$ cat src/rtl/assert_macros.svh
// ---------------------------------------------------------------------------
// Assertion macros
// Shorthand for clocked concurrent checks on clk, disabled while rst is high.
// ---------------------------------------------------------------------------
`ifndef ASSERT_MACROS_SVH
`define ASSERT_MACROS_SVH

// antecedent implies consequent in the same cycle
`define LPHM_IMPLY(label, ante, cons, msg) \
  label: assert property (@(posedge clk) disable iff (rst) (ante) |-> (cons)) else $error(msg);

// antecedent implies consequent in the next cycle
`define LPHM_NEXT(label, ante, cons, msg) \
  label: assert property (@(posedge clk) disable iff (rst) (ante) |=> (cons)) else $error(msg);

`endif

$ cat src/rtl/lphm_pkg.sv
// ---------------------------------------------------------------------------
// lphm_pkg
// Shared constants, result codes and controller/datapath interface types.
// ---------------------------------------------------------------------------
package lphm_pkg;

  localparam int SLOTS_DEF      = 16;
  localparam int VALUE_BITS_DEF = 32;
  localparam int KEY_BITS       = 32;
  localparam int IN_VAL_BITS    = 32;
  localparam int OUT_VAL_BITS   = 32;
  localparam int SLOT_BITS      = 4;
  localparam int STATUS_BITS    = 3;

  localparam logic ACT_FIND = 1'b0;
  localparam logic ACT_SET  = 1'b1;

  localparam logic [STATUS_BITS-1:0] ST_FOUND    = 3'd0;
  localparam logic [STATUS_BITS-1:0] ST_MISS     = 3'd1;
  localparam logic [STATUS_BITS-1:0] ST_INSERTED = 3'd2;
  localparam logic [STATUS_BITS-1:0] ST_PRESENT  = 3'd3;
  localparam logic [STATUS_BITS-1:0] ST_REJECT   = 3'd4;

  typedef struct packed {
    logic                   load;
    logic                   hash_step;
    logic                   start;
    logic                   advance;
    logic                   clear;
    logic                   insert;
    logic                   res_we;
    logic [STATUS_BITS-1:0] res_code;
    logic                   emit;
  } cmd_t;

  typedef struct packed {
    logic key_zero;
    logic hash_last;
    logic clr_last;
    logic match;
    logic empty;
    logic probe_last;
    logic act;
    logic out_free;
  } sts_t;

endpackage

$ cat src/rtl/lphm_ram.sv
// ---------------------------------------------------------------------------
// lphm_ram
// Generic simple dual-port RAM, one write port, one registered read port.
// ---------------------------------------------------------------------------
module lphm_ram #(
  parameter int WIDTH = 32,
  parameter int DEPTH = 16
) (
  input  logic                     clk,
  input  logic                     we,
  input  logic [$clog2(DEPTH)-1:0] waddr,
  input  logic [WIDTH-1:0]         wdata,
  input  logic [$clog2(DEPTH)-1:0] raddr,
  output logic [WIDTH-1:0]         rdata
);

  logic [WIDTH-1:0] mem [DEPTH];

  always_ff @(posedge clk) begin
    if (we) begin
      mem[waddr] <= wdata;
    end
    rdata <= mem[raddr];
  end

endmodule

$ cat src/rtl/lphm_dp.sv
// ---------------------------------------------------------------------------
// lphm_dp
// Datapath: input word capture, home slot unit, probe index, table RAM,
// result staging and output register.
// ---------------------------------------------------------------------------
module lphm_dp
  import lphm_pkg::*;
#(
  parameter int SLOTS      = SLOTS_DEF,
  parameter int VALUE_BITS = VALUE_BITS_DEF
) (
  input  logic                    clk,
  input  logic                    rst,
  input  logic                    in_action,
  input  logic [KEY_BITS-1:0]     in_key,
  input  logic [IN_VAL_BITS-1:0]  in_value,
  input  cmd_t                    cmd,
  output sts_t                    sts,
  output logic                    out_valid,
  input  logic                    out_ready,
  output logic [STATUS_BITS-1:0]  out_status,
  output logic [OUT_VAL_BITS-1:0] out_value,
  output logic [SLOT_BITS-1:0]    out_slot
);

  localparam int IW  = $clog2(SLOTS);
  localparam int RW  = KEY_BITS + VALUE_BITS;
  localparam bit POW2 = (SLOTS & (SLOTS - 1)) == 0;

  logic                   act_q;
  logic [KEY_BITS-1:0]    key_q;
  logic [VALUE_BITS-1:0]  val_q;
  logic [IW-1:0]          home;
  logic                   hash_last;
  logic [IW-1:0]          idx;
  logic [IW-1:0]          idx_next;
  logic [IW-1:0]          cnt;
  logic [IW-1:0]          raddr;
  logic [RW-1:0]          wdata;
  logic [RW-1:0]          rdata;
  logic [KEY_BITS-1:0]    rd_key;
  logic [VALUE_BITS-1:0]  rd_val;
  logic [STATUS_BITS-1:0] res_code;
  logic [OUT_VAL_BITS-1:0] res_val;
  logic [SLOT_BITS-1:0]   res_slot;

  always_ff @(posedge clk) begin
    if (cmd.load) begin
      act_q <= in_action;
      key_q <= in_key;
      val_q <= VALUE_BITS'(in_value);
    end
  end

  // home slot = key mod SLOTS
  generate
    if (POW2) begin : g_mask
      assign home      = key_q[IW-1:0];
      assign hash_last = 1'b1;
    end else begin : g_recip
      // quotient = (key * M) >> (KEY_BITS + IW) with M = ceil(2^(KEY_BITS+IW) / SLOTS),
      // exact for every key; three steps keep each multiplier at 32 x 17 or less
      localparam logic [63:0] M = ((64'd1 << (KEY_BITS + IW)) + 64'(SLOTS - 1)) /
                                  64'(SLOTS);
      localparam logic [15:0] M_LO = M[15:0];
      localparam logic [16:0] M_HI = M[32:16];
      localparam int          AW   = KEY_BITS + 33;
      logic [1:0]           phase;
      logic [KEY_BITS+15:0] p_lo;
      logic [KEY_BITS+16:0] p_hi;
      logic [AW-1:0]        acc;
      logic [KEY_BITS-1:0]  quo;
      logic [IW-1:0]        rem;

      assign p_hi = key_q * M_HI;
      assign quo  = KEY_BITS'(acc >> (KEY_BITS + IW));

      always_ff @(posedge clk) begin
        if (cmd.load) begin
          phase <= '0;
        end else if (cmd.hash_step) begin
          phase <= phase + 2'd1;
          case (phase)
            2'd0: begin
              p_lo <= key_q * M_LO;
            end
            2'd1: begin
              acc <= AW'(p_lo) + {p_hi, 16'b0};
            end
            default: begin
              rem <= IW'(key_q - quo * KEY_BITS'(SLOTS));
            end
          endcase
        end
      end

      assign home      = rem;
      assign hash_last = (phase == 2'd2);
    end
  endgenerate

  assign idx_next = (idx == IW'(SLOTS - 1)) ? '0 : idx + IW'(1);

  // idx doubles as the clear sweep pointer after reset
  always_ff @(posedge clk) begin
    if (rst) begin
      idx <= '0;
      cnt <= '0;
    end else if (cmd.start) begin
      idx <= home;
      cnt <= '0;
    end else if (cmd.advance || cmd.clear) begin
      idx <= idx_next;
      cnt <= cnt + IW'(1);
    end
  end

  // read runs one slot ahead of the compare
  assign raddr = cmd.start ? home : idx_next;
  assign wdata = cmd.clear ? '0 : {val_q, key_q};

  lphm_ram #(
    .WIDTH (RW),
    .DEPTH (SLOTS)
  ) u_table (
    .clk   (clk),
    .we    (cmd.clear | cmd.insert),
    .waddr (idx),
    .wdata (wdata),
    .raddr (raddr),
    .rdata (rdata)
  );

  assign rd_key = rdata[KEY_BITS-1:0];
  assign rd_val = rdata[KEY_BITS +: VALUE_BITS];

  always_comb begin
    sts.key_zero   = (key_q == '0);
    sts.hash_last  = hash_last;
    sts.clr_last   = (idx == IW'(SLOTS - 1));
    sts.match      = (rd_key == key_q);
    sts.empty      = (rd_key == '0);
    sts.probe_last = (cnt == IW'(SLOTS - 1));
    sts.act        = act_q;
    sts.out_free   = !out_valid || out_ready;
  end

  always_ff @(posedge clk) begin
    if (cmd.res_we) begin
      res_code <= cmd.res_code;
      case (cmd.res_code) inside
        ST_FOUND, ST_PRESENT: begin
          res_val  <= OUT_VAL_BITS'(rd_val);
          res_slot <= SLOT_BITS'(idx);
        end
        ST_INSERTED: begin
          res_val  <= OUT_VAL_BITS'(val_q);
          res_slot <= SLOT_BITS'(idx);
        end
        default: begin
          res_val  <= '0;
          res_slot <= '0;
        end
      endcase
    end
  end

  always_ff @(posedge clk) begin
    if (rst) begin
      out_valid <= 1'b0;
    end else if (cmd.emit) begin
      out_valid <= 1'b1;
    end else if (out_ready) begin
      out_valid <= 1'b0;
    end
  end

  always_ff @(posedge clk) begin
    if (cmd.emit) begin
      out_status <= res_code;
      out_value  <= res_val;
      out_slot   <= res_slot;
    end
  end

endmodule

$ cat src/rtl/lphm_ctrl.sv
// ---------------------------------------------------------------------------
// lphm_ctrl
// Controller: clear sweep, home slot, probe walk and result hand-off.
// ---------------------------------------------------------------------------
module lphm_ctrl
  import lphm_pkg::*;
(
  input  logic clk,
  input  logic rst,
  input  logic in_valid,
  output logic in_ready,
  input  sts_t sts,
  output cmd_t cmd
);

  localparam logic [2:0] S_CLEAR = 3'd0;
  localparam logic [2:0] S_IDLE  = 3'd1;
  localparam logic [2:0] S_HASH  = 3'd2;
  localparam logic [2:0] S_START = 3'd3;
  localparam logic [2:0] S_PROBE = 3'd4;
  localparam logic [2:0] S_DONE  = 3'd5;

  logic [2:0] state;
  logic [2:0] state_next;

  always_ff @(posedge clk) begin
    if (rst) begin
      state <= S_CLEAR;
    end else begin
      state <= state_next;
    end
  end

  assign in_ready = (state == S_IDLE);

  always_comb begin
    cmd        = '0;
    state_next = state;
    unique case (state)
      S_CLEAR: begin
        cmd.clear = 1'b1;
        if (sts.clr_last) begin
          state_next = S_IDLE;
        end
      end
      S_IDLE: begin
        if (in_valid) begin
          cmd.load   = 1'b1;
          state_next = S_HASH;
        end
      end
      S_HASH: begin
        if (sts.key_zero) begin
          cmd.res_we   = 1'b1;
          cmd.res_code = ST_REJECT;
          state_next   = S_DONE;
        end else begin
          cmd.hash_step = 1'b1;
          if (sts.hash_last) begin
            state_next = S_START;
          end
        end
      end
      S_START: begin
        cmd.start  = 1'b1;
        state_next = S_PROBE;
      end
      S_PROBE: begin
        state_next = S_DONE;
        cmd.res_we = 1'b1;
        if (sts.act == ACT_SET) begin
          if (sts.empty) begin
            cmd.insert   = 1'b1;
            cmd.res_code = ST_INSERTED;
          end else if (sts.match) begin
            cmd.res_code = ST_PRESENT;
          end else if (sts.probe_last) begin
            cmd.res_code = ST_REJECT;
          end else begin
            cmd.res_we  = 1'b0;
            cmd.advance = 1'b1;
            state_next  = S_PROBE;
          end
        end else begin
          if (sts.match) begin
            cmd.res_code = ST_FOUND;
          end else if (sts.probe_last) begin
            cmd.res_code = ST_MISS;
          end else begin
            cmd.res_we  = 1'b0;
            cmd.advance = 1'b1;
            state_next  = S_PROBE;
          end
        end
      end
      S_DONE: begin
        if (sts.out_free) begin
          cmd.emit   = 1'b1;
          state_next = S_IDLE;
        end
      end
      default: begin
        state_next = S_IDLE;
      end
    endcase
  end

endmodule

$ cat src/rtl/linear_probe_hash_map.sv
// Sequence: the input word is loaded, the home slot found (by reciprocal remainder
// unless SLOTS is a power of two), 1 to SLOTS slots probed, the result staged and
// emitted; a key of zero is rejected before any probe.
// Throughput: one word in flight, next word taken only once the result is emitted;
// the table RAM read port sets the one-slot-per-cycle walk.
// Reset: synchronous; every slot of the key store swept to empty, s_axis_tready low.
// ---------------------------------------------------------------------------
// linear_probe_hash_map
// Open-addressing hash map with linear probing; find and set requests.
// ---------------------------------------------------------------------------
module linear_probe_hash_map
  import lphm_pkg::*;
#(
  parameter int SLOTS      = SLOTS_DEF,
  parameter int VALUE_BITS = VALUE_BITS_DEF
) (
  input  logic        clk,
  input  logic        rst,
  input  logic        s_axis_tvalid,
  output logic        s_axis_tready,
  input  logic [63:0] s_axis_tdata,   // key[31:0], value[63:32]
  input  logic        s_axis_tuser,   // action
  output logic        m_axis_tvalid,
  input  logic        m_axis_tready,
  output logic [39:0] m_axis_tdata,   // value_out[31:0], slot[35:32], zero pad
  output logic [2:0]  m_axis_tuser    // status
);

  `include "assert_macros.svh"

  cmd_t                    cmd;
  sts_t                    sts;
  logic [OUT_VAL_BITS-1:0] value_out;
  logic [SLOT_BITS-1:0]    slot;

  lphm_ctrl u_ctrl (
    .clk      (clk),
    .rst      (rst),
    .in_valid (s_axis_tvalid),
    .in_ready (s_axis_tready),
    .sts      (sts),
    .cmd      (cmd)
  );

  lphm_dp #(
    .SLOTS      (SLOTS),
    .VALUE_BITS (VALUE_BITS)
  ) u_dp (
    .clk        (clk),
    .rst        (rst),
    .in_action  (s_axis_tuser),
    .in_key     (s_axis_tdata[31:0]),
    .in_value   (s_axis_tdata[63:32]),
    .cmd        (cmd),
    .sts        (sts),
    .out_valid  (m_axis_tvalid),
    .out_ready  (m_axis_tready),
    .out_status (m_axis_tuser),
    .out_value  (value_out),
    .out_slot   (slot)
  );

  assign m_axis_tdata = {4'b0, slot, value_out};

  `LPHM_NEXT(a_one_in_flight, s_axis_tvalid && s_axis_tready, !s_axis_tready,
             "input accepted while a word is still in flight")
  `LPHM_IMPLY(a_status_range, m_axis_tvalid,
              m_axis_tuser == ST_FOUND || m_axis_tuser == ST_MISS ||
              m_axis_tuser == ST_INSERTED || m_axis_tuser == ST_PRESENT ||
              m_axis_tuser == ST_REJECT, "result status out of range")
  `LPHM_IMPLY(a_zero_fields, m_axis_tvalid &&
              (m_axis_tuser == ST_MISS || m_axis_tuser == ST_REJECT),
              value_out == '0 && slot == '0, "miss or reject with nonzero fields")

endmodule
$ cat config.mk
export PLATFORM = sky130hd
export DESIGN_NAME = linear_probe_hash_map
export DESIGN_NICKNAME = d
export VERILOG_FILES = /design/src/rtl/lphm_pkg.sv /design/src/rtl/lphm_ram.sv /design/src/rtl/lphm_dp.sv /design/src/rtl/lphm_ctrl.sv /design/src/rtl/linear_probe_hash_map.sv
export VERILOG_INCLUDE_DIRS = /design/src /design/src/rtl
export SDC_FILE = /design/constraint.sdc
export NUM_CORES = 2
export LEC_CHECK = 0
export BUFFER_PORTS_ARGS = -buffer_cell sky130_fd_sc_hd__buf_2
export CAP_MARGIN = 25
export CORE_MARGIN = 2
export CORE_UTILIZATION = 35
export DETAILED_ROUTE_END_ITERATION = 7
export PLACE_DENSITY = 0.58
export SLEW_MARGIN = 10
export SYNTH_ARGS = -nofsm -noshare
export SYNTH_HDL_FRONTEND = slang
export SYNTH_HIERARCHICAL = 1
export SYNTH_SLANG_ARGS = --single-unit
$ cat constraint.sdc
create_clock -name clk -period 9.3 [get_ports clk]
set_input_delay 0.465 -clock clk [delete_from_list [all_inputs] [get_ports clk]]
set_output_delay 0.465 -clock clk [all_outputs]
set_load 0.05 [all_outputs]
==> impl_metrics.tcl <==
set metrics [dict create \
    floorplan.initialDensity_pct 35.1 \
    p_leak_uw 0.0173 \
    grt_antenna_before_repair 5 \
    path_clk_slew_ps 60 \
    mappedNetlistArea_um2 46000 \
    number_of_cts_inserted_buffers 130 \
    synth_warnings 6 \
    setup_repair_after_global_routing_missed_its_margin "no" \
    synthArstFlopShare_pct 0 \
    rel_slew_slack_pct 25.4 \
    ys_types 53 \
    top_level_port_count 114 \
    synth_commonest_cells "sky130_fd_sc_hd__edfxtp_1, sky130_fd_sc_hd__mux4_2, sky130_fd_sc_hd__a22oi_1" \
    num_vias 21900 \
    clock_tree.buffer_depth 3 \
    fp.dieArea_um2 134000 \
    timing.critical_path.arrival_ps 4900 \
    grt.total_usage_pct 16.1 \
    first_global_vias 22900 \
    worstMarginPinSlew_ps 1120 \
    synth_top_area_share_pct 76.2 \
    cap_viol_max_count 0 \
    drt-initial-drc-count 2194 \
    fin_crit_ps 4540 \
    core_region_um2 131000 \
    fraction_of_layout_cells_with_a_size_suffix_above_1_pct 26.0 \
    worst_skew_pair.late_latency_ps 760 \
    timing.final.max_slew_violations 0 \
    post_cts_setup_buffers 0 \
    die_height_um 367 \
    finalHoldViolations 0 \
    worst_hold_path_type "input port to flip-flop" \
    worst_clk_skew_ps 35.7 \
    io_buffers 109 \
    postRouteWirelength_mm 109 \
    finalSetupViolCount 0 \
    finalWeightedCongestion 0.770 \
    synth_enable_flop_cells 1167 \
    timing.setup.tns_ps 0 \
    clk_root_buffer_cell "sky130_fd_sc_hd__clkbuf_16" \
    global_route_wire_length_before_repair_mm 157 \
    outcome "complete, no violations" \
    ant_nets 0 \
    top_cell_type_by_total_area_after_synthesis "sky130_fd_sc_hd__edfxtp_1" \
    htree_num_levels 4 \
    tritoncts "built" \
    synth_ff_type "sky130_fd_sc_hd__edfxtp_1" \
    post-layout-total-power_uw 12500 \
    end_kind "flip-flop" \
    ys_seq_area_share_pct 79.5 \
    required_ps 9670 \
    pwr_density_cell_nw_per_um2 232 \
    die_x_um 367 \
    detailed_place_hpwl_mm 56.9 \
    timing.final.crit_share_pct 48.8 \
    drc 0 \
    startpoint_type "flip-flop" \
    post_drt_wl_per_cell_um 25.9 \
    synthesis.area_per_instance_um2 22.1 \
    row_count 133 \
    critPathKind "flip-flop to flip-flop" \
    grt-ovfl-total 0 \
    fillerInstances 11400 \
    yosys_register_bits 1243 \
    post_synth_main_area_contributors "sky130_fd_sc_hd__edfxtp_1, sky130_fd_sc_hd__mux4_2, sky130_fd_sc_hd__dfxtp_1, sky130_fd_sc_hd__a22oi_1, sky130_fd_sc_hd__nor2b_1" \
    max_freq_mhz 220 \
    drt_pre_antenna_iters 5 \
    grt_max_degree 124 \
    power.ir.vdd_worst_v 0.000142 \
    path_max_fanout 41 \
    post_drt_via_cell_ratio 5.20 \
    num-nets-final 2411 \
    post-synth-top-count-cell "sky130_fd_sc_hd__edfxtp_1" \
    area_growth_pct 16.6 \
    cts.sink_count 1243 \
    syn-instance-count 2080 \
    post_cts_resize_count 0 \
]
==> layer usage <==
metal  up-vias  GRT usage, %  wire length [um]
met5         -             0                35
met4         6          5.86              2970
met3       183          3.31              7640
met2       799          25.7             52200
met1     11600          21.9             46000
li1       9222             -                 -
==> per-stage QoR <==
stage	hold slack, ps	worst slack (ps)	util [%]	cells	area (um^2)
final	135	4760	41.0	4206	53600
after floorplan	400	2350	-	2083	46000
after global placement	402	4870	37.2	3884	48700
after global routing	111	4580	41.0	4204	53600
after CTS	61.7	4820	40.8	4190	53500
after detailed placement	405	4850	37.2	3884	48700
==> state kept, by name, indices dropped and copies added (netlist names) <==
signal	cells
u_ctrl/state	3
u_dp/act_q	1
u_dp/cnt	4
u_dp/idx	4
u_dp/key_q	32
u_dp/out_slot	4
u_dp/out_status	3
u_dp/out_valid	1
u_dp/out_value	32
u_dp/res_code	3
u_dp/res_slot	4
u_dp/res_val	32
u_dp/u_table/mem	1024
u_dp/u_table/rdata	64
u_dp/val_q	32
==> critical path: stages (launching register included) <==
cell and delay (ps):
sky130_fd_sc_hd__dfxtp_1 320, sky130_fd_sc_hd__nor4_1 690, sky130_fd_sc_hd__nand4_1 150, sky130_fd_sc_hd__nor2_1 460, sky130_fd_sc_hd__nand2_1 110, sky130_fd_sc_hd__nor2_1 120, sky130_fd_sc_hd__or2_2 150, sky130_fd_sc_hd__or3b_2 570
sky130_fd_sc_hd__nor2_4 740, sky130_fd_sc_hd__buf_4 780
==> final cells by class <==
type                    count  area, um^2  share of cell area, %
diodes                      2        5.00                0.00933
clock buffers             183        3600                   6.71
clock inverters            58         497                  0.926
inverters                   5        18.8                 0.0350
multi-input cells         729        9080                   16.9
flip-flops and latches   1243       36600                   68.2
well taps                1755        2200                   4.09
repair buffers            231        1690                   3.15
==> placed cells by master, fill, tap and decap left out, types with 6 or more instances in the layout <==
master	count
sky130_fd_sc_hd__buf_4	53
sky130_fd_sc_hd__nand4_1	7
sky130_fd_sc_hd__clkinv_1	23
sky130_fd_sc_hd__a22o_1	32
sky130_fd_sc_hd__clkbuf_8	6
sky130_fd_sc_hd__nor2_4	15
sky130_fd_sc_hd__dlygate4sd3_1	65
sky130_fd_sc_hd__nand2_1	74
sky130_fd_sc_hd__bufinv_16	6
sky130_fd_sc_hd__xor2_1	35
sky130_fd_sc_hd__nor2b_1	65
sky130_fd_sc_hd__clkinv_2	16
sky130_fd_sc_hd__a22oi_1	128
sky130_fd_sc_hd__inv_6	7
sky130_fd_sc_hd__clkbuf_1	43
sky130_fd_sc_hd__clkbuf_16	134
sky130_fd_sc_hd__edfxtp_1	1167
sky130_fd_sc_hd__dfxtp_1	76
sky130_fd_sc_hd__nor2_1	13
sky130_fd_sc_hd__mux4_2	256
sky130_fd_sc_hd__nor4_1	24
sky130_fd_sc_hd__buf_2	109
==> what timing repair did <==
action | in CTS | in global routing
hold buffers | 65 | 0
endpoints found under the setup margin | 0 | 0
endpoints found under the hold margin | 65 | 0
==> where the power goes <==
group	leakage, uW	internal [uW]	switching [uW]
clock network	0.00199	2880	2100
registers	0.0114	6340	97.1
logic	0.00395	464	593
==> logic make-up after synthesis <==
logic type,Yosys count,share of synthesized area (%)
adder cells (fa/ha/maj),2,0.0544
flip-flops,1243,79.5
AO/OA/AOI/OAI,180,3.01
buffers and inverters,111,1.28
other,2,0.0163
XOR/XNOR,37,0.704
AND/OR/NAND/NOR,242,2.79
multiplexers,263,12.7
==> path summary, 6_finish.rpt <==
path | cells after the start | from | endpoint | slack, ps
min | 2 | rst | u_dp/idx[2] | 140
max reg2reg | 9 | u_dp/u_table/rdata[16] | u_dp/u_table/mem[1][14] | 4760
min reg2reg | 0 | u_dp/res_val[9] | u_dp/out_value[9] | 420
max | 9 | u_dp/u_table/rdata[16] | u_dp/u_table/mem[1][14] | 4760
Power figures use the tool's default switching activity.
